## config.mk

```make
export PLATFORM = sky130hd
export DESIGN_NAME = indexed_block_allocator
export DESIGN_NICKNAME = d
export VERILOG_FILES = /design/src/design/iba_pkg.sv /design/src/design/iba_map.sv /design/src/design/iba_out.sv /design/src/design/indexed_block_allocator.sv
export SDC_FILE = /design/constraint.sdc
export NUM_CORES = 1
export LEC_CHECK = 0
export ABC_AREA = 0
export BUFFER_PORTS_ARGS = -buffer_cell sky130_fd_sc_hd__buf_2
export CAP_MARGIN = 30
export CORE_ASPECT_RATIO = 0.8
export CORE_UTILIZATION = 30
export CTS_BUF_LIST = sky130_fd_sc_hd__clkbuf_4
export DETAILED_ROUTE_END_ITERATION = 8
export PLACE_DENSITY = 0.51
export SYNTH_ARGS = -nofsm -noshare
export SYNTH_HDL_FRONTEND = slang
export SYNTH_SLANG_ARGS = --single-unit
```

## constraint.sdc

```tcl
create_clock -name clk -period 4.12 [get_ports clk]
set_clock_uncertainty 0.2 [all_clocks]
set_input_delay 0.412 -clock clk [delete_from_list [all_inputs] [get_ports clk]]
set_output_delay 0.412 -clock clk [all_outputs]
set_load 0.1 [all_outputs]
```

## src/design/iba_pkg.sv

```systemverilog
package iba_pkg;

    localparam int MAX_BLOCKS_DEF = 64;
    localparam logic [6:0] NUM_BLOCKS_RST = 7'd64;

    localparam logic [1:0] ST_OK      = 2'd0;
    localparam logic [1:0] ST_TAKEN   = 2'd1;
    localparam logic [1:0] ST_NOSPACE = 2'd2;
    localparam logic [1:0] ST_RANGE   = 2'd3;

    localparam logic MODE_ALLOC = 1'b0;
    localparam logic MODE_CLEAR = 1'b1;

    typedef struct packed {
        logic       mode;
        logic [5:0] index_request;
        logic [6:0] file_length;
    } in_t;

    typedef struct packed {
        logic [1:0] status;
        logic [5:0] file_index;
        logic [5:0] blk_num;
        logic       block_valid;
        logic       last;
    } out_t;

    // Bitmap operation from the sequencer; addr is the full 6-bit block number.
    typedef struct packed {
        logic       clear;
        logic       set;
        logic [5:0] set_addr;
        logic [5:0] rd_addr;
    } map_op_t;

endpackage

```

## src/design/iba_map.sv

```systemverilog
module iba_map #(
    parameter int MAX_BLOCKS = iba_pkg::MAX_BLOCKS_DEF
) (
    input  logic            clk,
    input  logic            rst_n,
    input  iba_pkg::map_op_t op,
    output logic            rd_bit
);
    import iba_pkg::*;

    localparam int AW = (MAX_BLOCKS > 1) ? $clog2(MAX_BLOCKS) : 1;

    logic [MAX_BLOCKS-1:0] used_map_reg;
    logic [MAX_BLOCKS-1:0] used_map_next;
    logic [AW-1:0]         set_idx;
    logic [AW-1:0]         rd_idx;

    // Addresses are cut to the bitmap width; bits read beyond the clamped block count go unused.
    assign set_idx = op.set_addr[AW-1:0];
    assign rd_idx  = op.rd_addr[AW-1:0];
    assign rd_bit  = used_map_reg[rd_idx];

    always_comb
    begin
        used_map_next = used_map_reg;
        if (op.clear)
        begin
            used_map_next = '0;
        end
        else if (op.set)
        begin
            used_map_next[set_idx] = 1'b1;
        end
    end

    always_ff @(posedge clk or negedge rst_n)
    begin
        if (!rst_n)
        begin
            used_map_reg <= '0;
        end
        else
        begin
            used_map_reg <= used_map_next;
        end
    end

endmodule

```

## src/design/iba_out.sv

```systemverilog
module iba_out (
    input  logic          clk,
    input  logic          rst_n,
    input  logic          load,
    input  iba_pkg::out_t load_data,
    output logic          free,
    output logic          valid,
    input  logic          ready,
    output iba_pkg::out_t data
);
    import iba_pkg::*;

    logic valid_reg;
    logic valid_next;
    out_t data_reg;

    // Slot can take a new beat when empty or when the held beat leaves now.
    assign free  = !valid_reg || ready;
    assign valid = valid_reg;
    assign data  = data_reg;

    always_comb
    begin
        valid_next = valid_reg;
        if (free)
        begin
            valid_next = load;
        end
    end

    always_ff @(posedge clk or negedge rst_n)
    begin
        if (!rst_n)
        begin
            valid_reg <= 1'b0;
        end
        else
        begin
            valid_reg <= valid_next;
        end
    end

    always_ff @(posedge clk)
    begin
        if (free && load)
        begin
            data_reg <= load_data;
        end
    end

endmodule

```

## src/design/indexed_block_allocator.sv

```systemverilog
// Channel   Direction  Handshake               Payload
// in        input      in_valid / in_ready     iba_pkg::in_t  (mode, index, length)
// out       output     out_valid / out_ready   iba_pkg::out_t (status, blocks, last)
// cfg       input      cfg_we                  num_blocks, 7 bits
//
// Clear request: taken in idle with no result beat.
// Range or taken error: the single result beat goes out through the response state.
// Allocation: a pass counting free blocks below the clamped block count, then a
//   bitmap scan one block a cycle, one beat per allocated block (a zero-length file
//   gets one empty beat). The bitmap and one bit-test/counter path set this pace;
//   out_ready low holds the scan at the next free block. Reset empties the bitmap at once.
module indexed_block_allocator #(
    parameter int MAX_BLOCKS = iba_pkg::MAX_BLOCKS_DEF
) (
    input  logic          clk,
    input  logic          rst_n,
    input  logic          in_valid,
    output logic          in_ready,
    input  iba_pkg::in_t  in_data,
    output logic          out_valid,
    input  logic          out_ready,
    output iba_pkg::out_t out_data,
    input  logic          cfg_we,
    input  logic [6:0]    cfg_data
);
    import iba_pkg::*;

    localparam logic [6:0] MAX_NB = 7'(MAX_BLOCKS);

    typedef enum logic [4:0] {
        S_IDLE  = 5'b00001,
        S_CHECK = 5'b00010,
        S_COUNT = 5'b00100,
        S_EMIT  = 5'b01000,
        S_RESP  = 5'b10000
    } state_t;

    state_t     state_reg, state_next;
    logic [6:0] num_blocks_reg;
    logic [5:0] idx_reg;
    logic [6:0] len_reg;
    logic [6:0] ptr_reg, ptr_next;
    logic [6:0] cnt_reg, cnt_next;
    logic [6:0] k_reg, k_next;
    logic [1:0] status_reg, status_next;

    logic [6:0] nb_eff;
    logic       accept;
    logic       rd_bit;
    logic       blk_free;
    map_op_t    map_op;
    logic       out_load;
    out_t       out_load_data;
    logic       out_free;

    // Clamp the block count to the bitmap size.
    assign nb_eff   = (num_blocks_reg > MAX_NB) ? MAX_NB : num_blocks_reg;
    assign in_ready = (state_reg == S_IDLE);
    assign accept   = in_valid && in_ready;

    // The index block counts as used while free blocks are counted,
    // before it is written to the map.
    assign blk_free = !rd_bit && (ptr_reg != {1'b0, idx_reg});

    always_ff @(posedge clk or negedge rst_n)
    begin
        if (!rst_n)
        begin
            num_blocks_reg <= NUM_BLOCKS_RST;
        end
        else if (cfg_we)
        begin
            num_blocks_reg <= cfg_data;
        end
    end

    always_comb
    begin
        state_next         = state_reg;
        ptr_next           = ptr_reg;
        cnt_next           = cnt_reg;
        k_next             = k_reg;
        status_next        = status_reg;
        map_op.clear       = 1'b0;
        map_op.set         = 1'b0;
        map_op.set_addr    = ptr_reg[5:0];
        map_op.rd_addr     = ptr_reg[5:0];
        out_load           = 1'b0;
        out_load_data      = '0;
        out_load_data.file_index = idx_reg;

        unique case (state_reg)
            S_IDLE:
            begin
                if (accept)
                begin
                    if (in_data.mode == MODE_CLEAR)
                    begin
                        map_op.clear = 1'b1;
                    end
                    else
                    begin
                        state_next = S_CHECK;
                    end
                end
            end
            S_CHECK:
            begin
                map_op.rd_addr = idx_reg;
                ptr_next       = '0;
                cnt_next       = '0;
                if ({1'b0, idx_reg} >= nb_eff)
                begin
                    status_next = ST_RANGE;
                    state_next  = S_RESP;
                end
                else if (rd_bit)
                begin
                    status_next = ST_TAKEN;
                    state_next  = S_RESP;
                end
                else
                begin
                    state_next = S_COUNT;
                end
            end
            S_COUNT:
            begin
                if (ptr_reg == nb_eff)
                begin
                    // Decide on the full count.
                    ptr_next = '0;
                    k_next   = '0;
                    if (cnt_reg < len_reg)
                    begin
                        status_next = ST_NOSPACE;
                        state_next  = S_RESP;
                    end
                    else
                    begin
                        map_op.set      = 1'b1;
                        map_op.set_addr = idx_reg;
                        status_next     = ST_OK;
                        if (len_reg == '0)
                        begin
                            state_next = S_RESP;
                        end
                        else
                        begin
                            state_next = S_EMIT;
                        end
                    end
                end
                else
                begin
                    cnt_next = cnt_reg + {6'd0, blk_free};
                    ptr_next = ptr_reg + 7'd1;
                end
            end
            S_EMIT:
            begin
                // Index bit is already in the map here; skip used blocks freely.
                if (rd_bit)
                begin
                    ptr_next = ptr_reg + 7'd1;
                end
                else if (out_free)
                begin
                    map_op.set                = 1'b1;
                    out_load                  = 1'b1;
                    out_load_data.status      = ST_OK;
                    out_load_data.blk_num     = ptr_reg[5:0];
                    out_load_data.block_valid = 1'b1;
                    out_load_data.last        = (k_reg == len_reg - 7'd1);
                    ptr_next                  = ptr_reg + 7'd1;
                    k_next                    = k_reg + 7'd1;
                    if (k_reg == len_reg - 7'd1)
                    begin
                        state_next = S_IDLE;
                    end
                end
            end
            S_RESP:
            begin
                if (out_free)
                begin
                    out_load             = 1'b1;
                    out_load_data.status = status_reg;
                    out_load_data.last   = 1'b1;
                    state_next           = S_IDLE;
                end
            end
            default:
            begin
                state_next = S_IDLE;
            end
        endcase
    end

    always_ff @(posedge clk or negedge rst_n)
    begin
        if (!rst_n)
        begin
            state_reg <= S_IDLE;
        end
        else
        begin
            state_reg <= state_next;
        end
    end

    // Hold the request and scan counters; payload regs need no reset.
    always_ff @(posedge clk)
    begin
        if (accept)
        begin
            idx_reg <= in_data.index_request;
            len_reg <= in_data.file_length;
        end
        ptr_reg    <= ptr_next;
        cnt_reg    <= cnt_next;
        k_reg      <= k_next;
        status_reg <= status_next;
    end

    iba_map #(
        .MAX_BLOCKS(MAX_BLOCKS)
    ) u_map (
        .clk   (clk),
        .rst_n (rst_n),
        .op    (map_op),
        .rd_bit(rd_bit)
    );

    iba_out u_out (
        .clk      (clk),
        .rst_n    (rst_n),
        .load     (out_load),
        .load_data(out_load_data),
        .free     (out_free),
        .valid    (out_valid),
        .ready    (out_ready),
        .data     (out_data)
    );

    a_blk_ok: assert property (@(posedge clk) disable iff (!rst_n)
        out_valid && out_data.block_valid |-> out_data.status == ST_OK)
        else $error("data block beat with error status");

    a_err_last: assert property (@(posedge clk) disable iff (!rst_n)
        out_valid && out_data.status != ST_OK |-> out_data.last && !out_data.block_valid)
        else $error("error beat not single and final");

    a_emit_k: assert property (@(posedge clk) disable iff (!rst_n)
        state_reg == S_EMIT |-> k_reg < len_reg)
        else $error("emit past file length");

    a_count_ptr: assert property (@(posedge clk) disable iff (!rst_n)
        state_reg == S_COUNT |-> ptr_reg <= nb_eff)
        else $error("count pointer beyond block count");

    a_emit_ptr: assert property (@(posedge clk) disable iff (!rst_n)
        state_reg == S_EMIT |-> ptr_reg < nb_eff)
        else $error("emit scan ran off the bitmap");

endmodule

```

# Yosys cells after proc, flatten, opt, wreduce, memory -nomap -nowiden
# Cells that the tools add are included.
dict set report classes {
  n_reduce_logical 20
  n_bitwise 3
  n_lt_le_gt_ge 6
  addsub 4
  muxes 48
  n_eq_ne 18
}
# operator n
set ops {}
lappend ops {{$mux W64} 2}
lappend ops {{$mux W7} 10}
lappend ops {{$or A64 B64 Y64} 1}
lappend ops {{$mux W5} 11}
lappend ops {{$pmux W7 S2} 2}
lappend ops {{$pmux W5 S5} 1}
lappend ops {{$pmux W7 S3} 1}
lappend ops {{$add A7 B1 Y7 const B} 2}
lappend ops {{$eq A7 B7 Y1} 2}
lappend ops {{$lt A6 B7 Y1 const B} 2}
lappend ops {{$mux W6} 2}
lappend ops {{$mux W2} 5}
lappend ops {{$ne A2 B2 Y1 const B} 5}
lappend ops {{$mux W1} 8}
lappend ops {{$add A7 B1 Y7} 1}
lappend ops {{$ge A6 B7 Y1} 1}
lappend ops {{$gt A7 B7 Y1 const B} 1}
lappend ops {{$logic_not A7 Y1} 1}
lappend ops {{$lt A7 B7 Y1} 1}
lappend ops {{$ne A7 B6 Y1} 1}
lappend ops {{$reduce_and A7 Y1} 1}
lappend ops {{$sub A7 B1 Y7 const B} 1}
lappend ops {{$bmux W1 S6} 1}
lappend ops {{$demux W1 S6} 1}
lappend ops {{other kinds (22)} 35}
dict set report totals {
  in_bits 26
  regBits 129
  word_cells 114
  out_inout_bits 18
}

# Depth between registers and ports, before layout
dict set report depth {
  word_depth 12
  ltp_mapped 17
}

# Hierarchy
# From an unflattened synthesis, not the netlist that was laid out.
dict set report hier_totals {
  cells_unflattened 609
  area_unflattened_um2 6643.9
}
# mod area_per_inst_um2 cells_each seq_area_each_um2 instances
set modules_own_cells {}
lappend modules_own_cells {indexed_block_allocator 3109.2 303 1383.8 1}
lappend modules_own_cells {iba_map 3000.4 286 1601.5 1}
lappend modules_own_cells {iba_out 534.3 20 505.5 1}

# Least setup slack after synthesis
# OpenSTA, ideal clock, no wires.
dict set report synth_timing {
  kind {register to register}
  start {register state_reg[3]}
  end {register u_out.data_reg (netlist bit u_out.data[0]), enable pin}
  stages_incl_launch_ff 12
  required_ns 3.455
  n_path_buf 2
  setup_slack_ns 0.236
  synth_period_minus_slack_ns 3.884
  t_arrival_ns 3.219
  cell_sequence {dfrtp_1 or3_1 buf_6 nor3_4 or2_1 buf_6 nand2_1 a32o_1 a2111oi_1 a2111oi_4 o21ai_4 o21ai_0}
}
dict set report synth_via {
  elab_chain_cells 7
}
# element line_no
set synth_rtl {}
lappend synth_rtl {{start, declared} indexed_block_allocator.sv:38} ;# state_t state_reg, state_next;
lappend synth_rtl {{start signal, assigned} indexed_block_allocator.sv:208} ;# state_reg <= state_next;
lappend synth_rtl {{$eq A5 B2 Y1} indexed_block_allocator.sv:92} ;# unique case (state_reg)
lappend synth_rtl {{$mux W6} indexed_block_allocator.sv:92}
lappend synth_rtl {{$bmux W1 S6} iba_map.sv:21} ;# assign rd_bit = used_map_reg[rd_idx];
lappend synth_rtl {{$mux W1 (implied by the code)} iba_map.sv:21}
lappend synth_rtl {{$mux W1} indexed_block_allocator.sv:163} ;# if (rd_bit)
lappend synth_rtl {{$pmux W1 S2 (*)} indexed_block_allocator.sv:92}
lappend synth_rtl {{$logic_and A1 B1 Y1 (*)} iba_out.sv:45} ;# if (free && load)
lappend synth_rtl {{end signal, assigned} iba_out.sv:47} ;# data_reg <= load_data;
lappend synth_rtl {{end, declared} iba_out.sv:15} ;# out_t data_reg;
# Every way passes the cells marked *; elsewhere a longest branch is shown, timed or not. The select of a mux whose other input is x is not followed.
# A chain may end at the register's enable or synchronous reset.

# Worst setup path in the final report
dict set report layout_timing {
  start {register state_reg[3]}
  end {register cnt_reg[4] (data pin)}
}
dict set report layout_via {
  elab_chain_cells 9
}
# element line_no
set layout_rtl {}
lappend layout_rtl {{$eq A5 B2 Y1} indexed_block_allocator.sv:92}
lappend layout_rtl {{$mux W6} indexed_block_allocator.sv:92}
lappend layout_rtl {{$bmux W1 S6} iba_map.sv:21}
lappend layout_rtl {{$mux W1 (implied by the code)} iba_map.sv:21}
lappend layout_rtl {{$logic_not A1 Y1} indexed_block_allocator.sv:63} ;# assign blk_free = !rd_bit && (ptr_reg != {1'b0, idx_reg});
lappend layout_rtl {{$logic_and A1 B1 Y1} indexed_block_allocator.sv:63}
lappend layout_rtl {{$add A7 B1 Y7} indexed_block_allocator.sv:156} ;# cnt_next = cnt_reg + {6'd0, blk_free};
lappend layout_rtl {{$mux W7} indexed_block_allocator.sv:129} ;# if (ptr_reg == nb_eff)
lappend layout_rtl {{$pmux W7 S2 (*)} indexed_block_allocator.sv:92}
lappend layout_rtl {{end signal, assigned} indexed_block_allocator.sv:221} ;# cnt_reg <= cnt_next;
lappend layout_rtl {{end, declared} indexed_block_allocator.sv:43} ;# logic [6:0] cnt_reg, cnt_next;
# Marked as above.

==> results.ini <==
[yosys]
ys_warn_count = 0
synth_commonest_cells = 75 x dfrtp_1, 65 x a22o_1, 52 x edfxtp_1, 52 x nor2_1, 33 x nand2_1
syn_area_per_cell_um2 = 10.90
netlist_area_mm2 = 0.007030
synth.distinct_cells = 73
netlist_top_cells_area = dfrtp_1 27%, edfxtp_1 22%, a22o_1 8.1%
syn-num-nets = 688
yosys.area.top_type_share_pct = 26.70
synthMostInstantiatedCell = dfrtp_1
ys_ff_latch = 129
ys_seq_area_share_pct = 49.65
post_synth_inst_count = 645
synth_top_area_cell = dfrtp_1
synth_edf_count = 52
ys.flop_type = dfrtp_1
async_flop_share_pct = 59.69

[worst_setup_path]
critPathRequiredTime_ns = 4.22
critPathKind = flip-flop to flip-flop
critPathCaptureType = flip-flop
critPathArrivalTime_ns = 3.95
cp_max_fo = 11
crit_path_start_kind = flip-flop

[floorplanning]
rows = 49
dieArea_mm2 = 0.02406
core_mm2 = 0.02275
io_pins = 44
fp.dieH_um = 138.9
initial_core_util_pct = 30.91
die_w_um = 173.2

[power_and_ir_drop]
leakagePower_nw = 3.642
power_density_mw_per_mm2 = 567.2
ir_worst_vdd_mv = 0.2092

[route]
drc = 0
dr_total_vias = 5840
routed_wl_mm = 21.17
firstDrtPassIters = 7
drtIter0Drc = 446
ant_nets = 0
routedWlPerCell_um = 19.49
viasPerCell = 5.378

[clocking]
cts_root_buffer = clkbuf_4
h-tree-depth = 4
numCtsBuffers = 17
cts.clk_slew.worst_paths_ns = 0.13
cts_setup_buffers = 0
cts.sinks = 129
clk_path_buf_depth = 2
clk_latency_ns = 0.56
cts_tree = built

[final_layout]
stdcell_count = 1086
drive_gt1_share_pct = 24.52
largest_reg_flops = 64
syn_to_final_growth_pct = 23.46
final_nets = 809

[timing]
relSlewSlack_pct = 25.95
period_share_pct = 93.31
fin_setup_tns_ns = 0
slew_violations = 0
max_freq_mhz = 260.1
period_minus_slack_ns = 3.844
rsz0062_at_grt = false
worst_pin_slew_ns = 1.104
finalSetupViolations = 0
hold_viol_final = 0

[run_status]
status = completed

[global_routing]
grt_max_degree = 78
grt_first_pass_wirelength_mm = 32.86
antenna_found_initial = 1
gr-total-overflow = 0
grt_use_total_pct = 17.81
grt_pass1_vias = 5705

[worst_hold_path]
hold_path.class = input port to asynchronous set/reset pin

[placement]
dp_cells = 1022
place_congestion = 0.8934
place.detailed.hpwl_mm = 15.31
io_buffers = 43

[job]
drv_cap = 0

-- placed cells by master (no fill, tap or decap), types with 4 or more instances in the layout --
cell | synthesis | routed
a21oi_2 | 6 | 7
o31ai_1 | 7 | 5
xor2_1 | 14 | 14
a21oi_1 | 25 | 24
a211oi_1 | 4 | 4
buf_2 | 8 | 42
nor2_1 | 52 | 50
bufinv_16 | 0 | 5
ha_1 | 17 | 17
nand2b_1 | 16 | 16
buf_4 | 1 | 63
clkbuf_4 | 0 | 20
nand3_1 | 23 | 23
xnor2_1 | 20 | 20
nor2b_1 | 10 | 9
nor4_1 | 5 | 5
dlygate4sd3_1 | 0 | 29
inv_1 | 20 | 20
a22o_1 | 65 | 65
a31oi_1 | 4 | 4
nand2_1 | 33 | 30
o21ai_1 | 3 | 4
o21ai_0 | 21 | 20
a21o_1 | 5 | 5
mux2i_1 | 13 | 13
and2_1 | 6 | 6
and3_1 | 11 | 11
mux2_2 | 13 | 13
dfrtp_1 | 75 | 75
nand4_1 | 7 | 7
o41ai_1 | 4 | 4
nor3_1 | 13 | 12
edfxtp_1 | 52 | 52
-- worst max-delay path: stages (launching register included) --
cell and delay, ns:
dfrtp_1 0.41, buf_4 0.15, nor3_1 0.17, buf_4 0.21, a21oi_1 0.10, buf_4 0.16
nor2_2 0.17, buf_4 0.19, mux2_2 0.17, nor3_2 0.04, o41ai_2 0.42, o31ai_4 0.17
o21ai_2 0.17, a41oi_1 0.06, ha_1 0.23, ha_1 0.22, nand3_1 0.10, xor2_1 0.18
nor2_1 0.06
-- kinds of logic after synthesis --
logic type | synth area share, %
buffers and inverters | 3.346
adders and majority gates | 3.025
muxes | 3.933
xor gates and xnor gates | 4.236
AOI/OAI and AO/OA | 21.05
and+or+nand+nor | 14.75
DFF | 49.65
-- through the flow --
| stage | setup WS, ns | instance area (µm²) | hold slack (ns) | total power [mW] | utilization [%] |
|---|---|---|---|---|---|
| 6_report | 0.2755 | 8680 | 0.05681 | 4.923 | 38.16 |
| 5_1_grt | 0.005169 | 8680 | 0.05938 | 5.182 | 38.16 |
| 4_1_cts | 0.004528 | 8606 | 0.04242 | 4.877 | 37.83 |
| 3_5_place_dp | 0.06959 | 7975 | 0.2931 | 3.794 | 35.06 |
| 3_3_place_gp | 0.1540 | 7964 | 0.2851 | 3.760 | 35.01 |
| 2_1_floorplan | 0.2359 | 7030 | -0.08359 | 3.041 | - |
-- layer usage --
| layer | global-route usage, % | routed length (µm) | vias up |
|---|---|---|---|
| li1 | - | - | 2678 |
| met1 | 27.04 | 10520 | 2900 |
| met2 | 24.83 | 8783 | 233 |
| met3 | 3.947 | 1458 | 29 |
| met4 | 5.356 | 402 | 0 |
| met5 | 0 | 0 | - |
-- area by class of cell --
cell class / instances / area, µm²
Sequential cell: 129 / 3491
Clock inverter: 12 / 190.2
Clock buffer: 20 / 150.1
Antenna cell: 1 / 2.502
Tap cell: 306 / 382.9
Inverter: 20 / 75.07
Multi-Input combinational cell: 461 / 3356
Timing Repair Buffer: 137 / 1032
Fill cell: 2248 / 14070
-- worst paths after layout --
check / from / endpoint / slack [ns] / cells past startpoint
setup / recovery: state_reg[3]$_DFFE_PN0P_ / cnt_reg[4]$_SDFFCE_PP0P_ / 0.28 / 18
hold / removal: rst_n / state_reg[3]$_DFFE_PN0P_ / 0.06 / 2
setup reg to reg: state_reg[3]$_DFFE_PN0P_ / cnt_reg[4]$_SDFFCE_PP0P_ / 0.28 / 18
hold reg to reg: u_map.used_map_reg[56]$_DFFE_PN0P_ / u_map.used_map_reg[56]$_DFFE_PN0P_ / 0.32 / 1
max in group asynchronous: rst_n / num_blocks_reg[6]$_DFFE_PN1P_ / 3.01 / 3
min in group clk: in_data[13] / state_reg[0]$_DFFE_PN1P_ / 0.09 / 4
-- report_power, final --
part	internal, mW	total [mW]	switching (mW)
logic	0.823	2.18	1.36
registers	1.52	1.69	0.174
clock network	0.558	1.05	0.491
total	2.90	4.92	2.03
-- repair_timing --
item / 4_1_cts / 5_1_grt
endpoints found under the setup margin: 0 / 38
resized for setup: 0 / 10
hold endpoints to repair: 96 / 0
hold buffers: 29 / 0
No activity file was read; power rests on OpenSTA's default activity.
